`src/rtl/dcq_pkg.sv`:
```
// shared types, codes and constants of the dma command queue
package dcq_pkg;

  localparam int QUEUE_DEPTH_DEF = 256;

  localparam int DATA_IN_W  = 72;
  localparam int DATA_OUT_W = 72;

  localparam logic [17:0] SRC_SPAN = 18'h20000;

  typedef enum logic [2:0] {
    REQ_TRANSFER = 3'd0,
    REQ_SPRITE   = 3'd1,
    REQ_FILL     = 3'd2,
    REQ_COPY     = 3'd3,
    REQ_FETCH    = 3'd4
  } req_type_t;

  typedef enum logic [1:0] {
    OP_TRANSFER = 2'd0,
    OP_FILL     = 2'd1,
    OP_COPY     = 2'd2,
    OP_SPRITE   = 2'd3
  } op_t;

  typedef enum logic [1:0] {
    RK_ACK  = 2'd0,
    RK_CMD  = 2'd1,
    RK_NONE = 2'd2
  } result_kind_t;

  typedef struct packed {
    logic [7:0]  step;
    logic [15:0] length;
    logic [1:0]  target;
    op_t         op;
    logic [22:0] source;
    logic [15:0] dest;
  } cmd_t;

  typedef struct packed {
    logic is_enq;
    logic is_fetch;
    logic split;
    cmd_t hi;
    cmd_t lo;
  } split_t;

endpackage

```
`src/rtl/dcq_split.sv`:
```
// request decode, 128 KiB boundary split and command record encoding
module dcq_split (
  input  logic [2:0]       req_type,
  input  logic [1:0]       target,
  input  logic [15:0]      dest_addr,
  input  logic [23:0]      source,
  input  logic [15:0]      count,
  input  logic [7:0]       step,
  output dcq_pkg::split_t  sp
);
  import dcq_pkg::*;

  op_t         op;
  logic        word_op;
  logic [17:0] limit;
  logic [16:0] half;
  logic [24:0] src_hi;
  logic [22:0] src_lo;

  always_comb begin
    unique case (req_type)
      REQ_TRANSFER: op = OP_TRANSFER;
      REQ_SPRITE:   op = OP_SPRITE;
      REQ_FILL:     op = OP_FILL;
      REQ_COPY:     op = OP_COPY;
      default:      op = OP_TRANSFER;
    endcase

    word_op = (op == OP_TRANSFER) || (op == OP_SPRITE);
    limit   = SRC_SPAN - {1'b0, source[16:0]};
    half    = limit[17:1];
    src_hi  = {1'b0, source} + {7'b0, limit};

    unique case (op)
      OP_FILL: src_lo = {15'b0, source[7:0]};
      OP_COPY: src_lo = {7'b0, source[15:0]};
      default: src_lo = source[23:1];
    endcase

    sp.is_enq   = (req_type == REQ_TRANSFER) || (req_type == REQ_SPRITE)
               || (req_type == REQ_FILL) || (req_type == REQ_COPY);
    sp.is_fetch = (req_type == REQ_FETCH);
    sp.split    = sp.is_enq && word_op && ({1'b0, count} > half);

    sp.hi.step   = step;
    sp.hi.length = count - half[15:0];
    sp.hi.target = target;
    sp.hi.op     = op;
    sp.hi.source = src_hi[23:1];
    sp.hi.dest   = dest_addr + limit[15:0];

    sp.lo.step   = step;
    sp.lo.length = sp.split ? half[15:0] : count;
    sp.lo.target = target;
    sp.lo.op     = op;
    sp.lo.source = src_lo;
    sp.lo.dest   = dest_addr;
  end

endmodule
```
`config.mk`:
```
export PLATFORM = sky130hd
export DESIGN_NAME = dcq_split
export DESIGN_NICKNAME = d
export VERILOG_FILES = /design/src/rtl/dcq_pkg.sv /design/src/rtl/dcq_split.sv
export SDC_FILE = /design/constraint.sdc
export NUM_CORES = 1
export LEC_CHECK = 0
export BUFFER_PORTS_ARGS = -buffer_cell sky130_fd_sc_hd__buf_2
export CORE_ASPECT_RATIO = 0.8
export CORE_MARGIN = 2
export CORE_UTILIZATION = 46
export DETAILED_ROUTE_END_ITERATION = 8
export PLACE_DENSITY = 0.85
export SETUP_SLACK_MARGIN = 0.4
export SYNTH_ARGS = -nofsm -noshare
export SYNTH_HDL_FRONTEND = slang
export SYNTH_SLANG_ARGS = --single-unit
```
`constraint.sdc`:
```
create_clock -name vclk -period 5
set_input_delay 0.25 -clock vclk [all_inputs]
set_output_delay 0.25 -clock vclk [all_outputs]
set_load 0.005 [all_outputs]
```
After elaboration in Yosys (flattened, before gate mapping)
Index checks and enable logic that the tools add are counted.
{"block": "op_classes", "addsub": 4, "n_lt_le_gt_ge": 1, "n_eq_ne": 7, "n_reduce_logical": 8, "muxes": 3}
{"operator": "23-bit case mux with 2 select lines", "n": 1}
{"operator": "24-bit by 18-bit adder with 24-bit output", "n": 1}
{"operator": "18-bit by 17-bit subtractor with 18-bit output, first input constant", "n": 1}
{"operator": "16-bit by 17-bit greater-than comparator with 1-bit output", "n": 1}
{"operator": "16-bit adder", "n": 1}
{"operator": "16-bit 2-to-1 mux", "n": 1}
{"operator": "16-bit subtractor", "n": 1}
{"operator": "3-bit by 2-bit == test with 1-bit output, second input constant", "n": 2}
{"operator": "2-bit case mux with 3 select lines", "n": 1}
{"operator": "2-bit == test, second input constant", "n": 2}
{"operator": "1-bit logical OR", "n": 4}
{"operator": "3-bit by 1-bit == test with 1-bit output, second input constant", "n": 1}
{"operator": "3-bit == test, second input constant", "n": 1}
{"operator": "3-bit logical NOT", "n": 1}
{"operator": "2-bit by 1-bit == test with 1-bit output, second input constant", "n": 1}
{"operator": "1-bit logical AND", "n": 2}
{"operator": "2-bit logical NOT", "n": 1}
{"block": "totals", "regBits": 0, "word_cells": 23, "output_inout_bits": 137}

Depth between registers and ports, before layout
{"block": "depth", "depth_word": 7, "mapped_depth": 18, "mapped_depth_nobuf": 16}

Worst setup path after synthesis
Ideal clock, no wire load.
{"block": "synth_path", "path_type": "in2out", "startpoint": "input source[0]", "endpoint": "output sp[51] (netlist name)", "n_path_buf": 3, "arrival_ps": 4170, "stages": 17, "setup_slack_ps": 580, "path_cell_list": "clkbuf_1 > inv_1 > ha_1 > or4b_4 > or2_1 > buf_6 > nor4_4 > ha_1 > ha_1 > and3_1 > nand3_1 > a21o_1 > nand2_1 > a31oi_1 > a211oi_2 > buf_2 > mux2_2"}
{"element": "from (decl)", "line_no": "dcq_split.sv:6", "rtl": "input logic [23:0] source,"}
{"element": "to (decl)", "line_no": "dcq_split.sv:9", "rtl": "output dcq_pkg::split_t sp"}

==> results by group <==
Placed design
  • DP Wirelength: slightly above 9000 µm
  • Placement Setup Slack: roughly 0.18 ns
  • Gpl congestion: a little over 0.9
  • IO Port Bufs: approximately 180

Pwr
  • Net Switching: roughly 270 µW
  • Logic pwr share: 1.000
  • Total leakage power: 0.002145 µW
  • PwrDens: about 130 nW/µm²
  • Flop pwr share: 0
  • Internal Power: ~240 µW
  • Max VDD drop: 0.00006726 V
  • Switch share: 0.5291
  • Clock share of power: 0

Cells and area
  • Final #Nets: 720
  • Diode count: 0
  • Number of fill cells: around 650
  • Register area: 0 µm²
  • Sequential cells: 0
  • Layout cells sized above 1: 0.3662
  • # clk buffers: 0
  • Multi-input logic area: 2934 µm²
  • Utilization after layout: 0.5836
  • Layout area overhead: 20.59%

Timing
  • Final worst setup slack: 0.5558 ns
  • Final Cycle Share: 0.8888
  • Worst rel slew slack: 0.3715
  • Final min period: 4.444 ns
  • RSZ-0062 raised after global routing: false
  • Setup violators final: 0
  • Slew @ Worst Pin: 0.9405 ns
  • Hold Fails Final Rpt: 0
  • Setup TNS: 0 ns
  • Hold_ws: 0.5000 ns
  • Fmax: roughly 230 MHz
  • Final Max Slew Viols: 0

Drt
  • Post-DRT Antenna Nets: 0
  • Via density: ~5.5
  • Met3 WL: 906 µm
  • Met2 WL: 4989 µm
  • Drt drc: 0
  • Routed wire length: 10790 µm
  • First DRT Iteration DRCs: approximately 280
  • WL/cell: roughly 16 µm
  • DR top layer: met4
  • Routed vias: about 3800
  • Routed length on met1: approximately 5000 µm
  • Drt first pass iters: 5

GRT
  • All-Layer GR Usage: 0.2551
  • Initial antenna violation count: 0
  • First-pass GRT wire length: approximately 17000 µm
  • Largest net degree at the start of global routing: 34
  • Number of global-route vias before repair: ~3400
  • Gr ovfl total: 0

Worst setup path
  • Setup crit end kind: primary output
  • Crit path launch type: primary input
  • Crit path buffers/inverters: 4
  • Crit path kind: primary input to primary output
  • CP max FO: 17
  • Worst path cell trace: buf_2 -> inv_2 -> ha_4 -> or4b_4 -> or2_4 -> nor4_4 -> ha_1 -> ha_1 -> and3_1 -> a221o_1 -> a21oi_2 -> nand2_1 -> a31oi_4 -> a211oi_2 -> buf_6 -> mux2_2 -> buf_2
  • Crit path max-delay family: simple AND/OR/NAND/NOR gates
  • Critical-path top delay cell: or4b_4
  • Crit path required time: ~4.8 ns
  • WP data arrival: 4.19 ns
  • Crit path from: source[0]
  • CP max stage delay: 0.47 ns

Run
  • Max Cap Viol: 0

Synthesis
  • Synth Area in XOR/XNOR: 0.1734
  • Simple-Gate Fraction of Synth Area: 0.2126
  • Adder-Cell Fraction of Synth Area: 0.1930
  • Mux cell area share after synthesis: 0.1057
  • Synth cell types: 52
  • Largest family of logic cells by synthesized area: simple AND/OR/NAND/NOR gates
  • Syn. warnings: 0
  • Cells after synthesis: 471
  • Compound-Gate Fraction of Synth Area: 0.1723
  • Netlist Area Pre-Place: 3384 µm²
  • Sequential area share after synthesis: 0
  • Syn Area/Cell: roughly 7 µm²
  • Syn Nets: 591

Floorplan
  • Io pins: 206
  • Die Wd: 99.90 µm
  • Initial core utilization: 0.4840
  • Total core area: 6993 µm²
  • # rows: 27
  • Die area: between 8000 and 9000 µm²
  • Die Height: roughly 81 µm

Hold path
  • Worst hold path class: primary input to primary output
  • Hold Startpoint: step[2]

Outcome
  • Status: completed
-- layout make-up --
type	instances	share of cell area
Timing Repair Buffer	178	0.2204
Tap cell	87	0.02667
Inverter	37	0.03403
Multi-Input combinational cell	383	0.7189
-- layout by cell type, fill, tap and decap left out, types with 3 or more instances in the layout --
master and instances:
buf_2 176, xnor2_1 53, nand2_1 48, ha_1 48, inv_1 36, nor2_1 31
o21ai_0 25, mux2_2 22, a21oi_1 22, xor2_1 14, nor3_1 12, mux2i_1 11
and2_1 9, nand2b_1 9, a21o_1 8, nor2b_1 4, a31oi_1 4, nand4_1 3
nor4_1 3, o21a_1 3, o41ai_1 3, nor3b_1 3, o211ai_1 3, a21boi_0 3
and3_1 3, nand3_1 3, o21ai_1 3
-- final timing paths --
path,depth (start not counted),endpoint,slack [ns]
setup / recovery,17,sp[50],0.56
hold / removal,0,sp[128],0.50
-- Yosys cell counts (4+ instances only) --
library cell / instances / area share
a21o_1: 8 / 0.018
a21oi_1: 23 / 0.034
a31oi_1: 5 / 0.0092
and2_1: 9 / 0.017
buf_4: 38 / 0.084
clkbuf_1: 9 / 0.010
ha_1: 49 / 0.18
inv_1: 37 / 0.041
mux2_2: 22 / 0.073
mux2i_1: 11 / 0.033
nand2_1: 48 / 0.053
nand2b_1: 9 / 0.017
nor2_1: 31 / 0.034
nor2b_1: 4 / 0.0074
nor3_1: 12 / 0.018
o21ai_0: 25 / 0.037
xnor2_1: 53 / 0.14
xor2_1: 14 / 0.036
-- metrics by stage --
stage	instance area, µm²	total power (µW)	instances
2_1_floorplan	3385	320.7	471
3_3_place_gp	4036	491.6	684
3_5_place_dp	4036	501.7	684
4_1_cts	4056	507.8	684
5_1_grt	4081	565.6	685
6_report	4081	514.7	685
-- timing repair --
| item | in CTS | in global routing |
|---|---|---|
| resized for setup | 4 | 4 |
| hold buffers | 0 | 0 |
| endpoints found under the setup margin | 16 | 16 |
| buffers inserted | 0 | 1 |
| pin swaps | 0 | 1 |
-- routing by layer --
metal,track usage,vias to the layer above
met2,0.4365,180
met4,0.01096,0
met1,0.3728,1732
met3,0.01218,2
li1,-,1848
met5,0,-
-- power groups by stage --
stage | Sequential [µW] | Clock (µW) | Combinational, µW
after floorplan | 0 | 0 | 321
after global placement | 0 | 0 | 492
after detailed placement | 0 | 0 | 502
after CTS | 0 | 0 | 508
after global routing | 0 | 0 | 566
final | 0 | 0 | 515
-- cells by family (layout without fill, tap and decap cells) --
| group | Yosys count | after routing |
|---|---|---|
| AND/OR/NAND/NOR | 141 | 141 |
| AO/OA/AOI/OAI | 91 | 91 |
| buffers and inverters | 88 | 215 |
| XOR/XNOR | 67 | 67 |
| adder cells (fa/ha/maj) | 51 | 51 |
| multiplexers | 33 | 33 |
No activity file was read; power rests on OpenSTA's default activity.
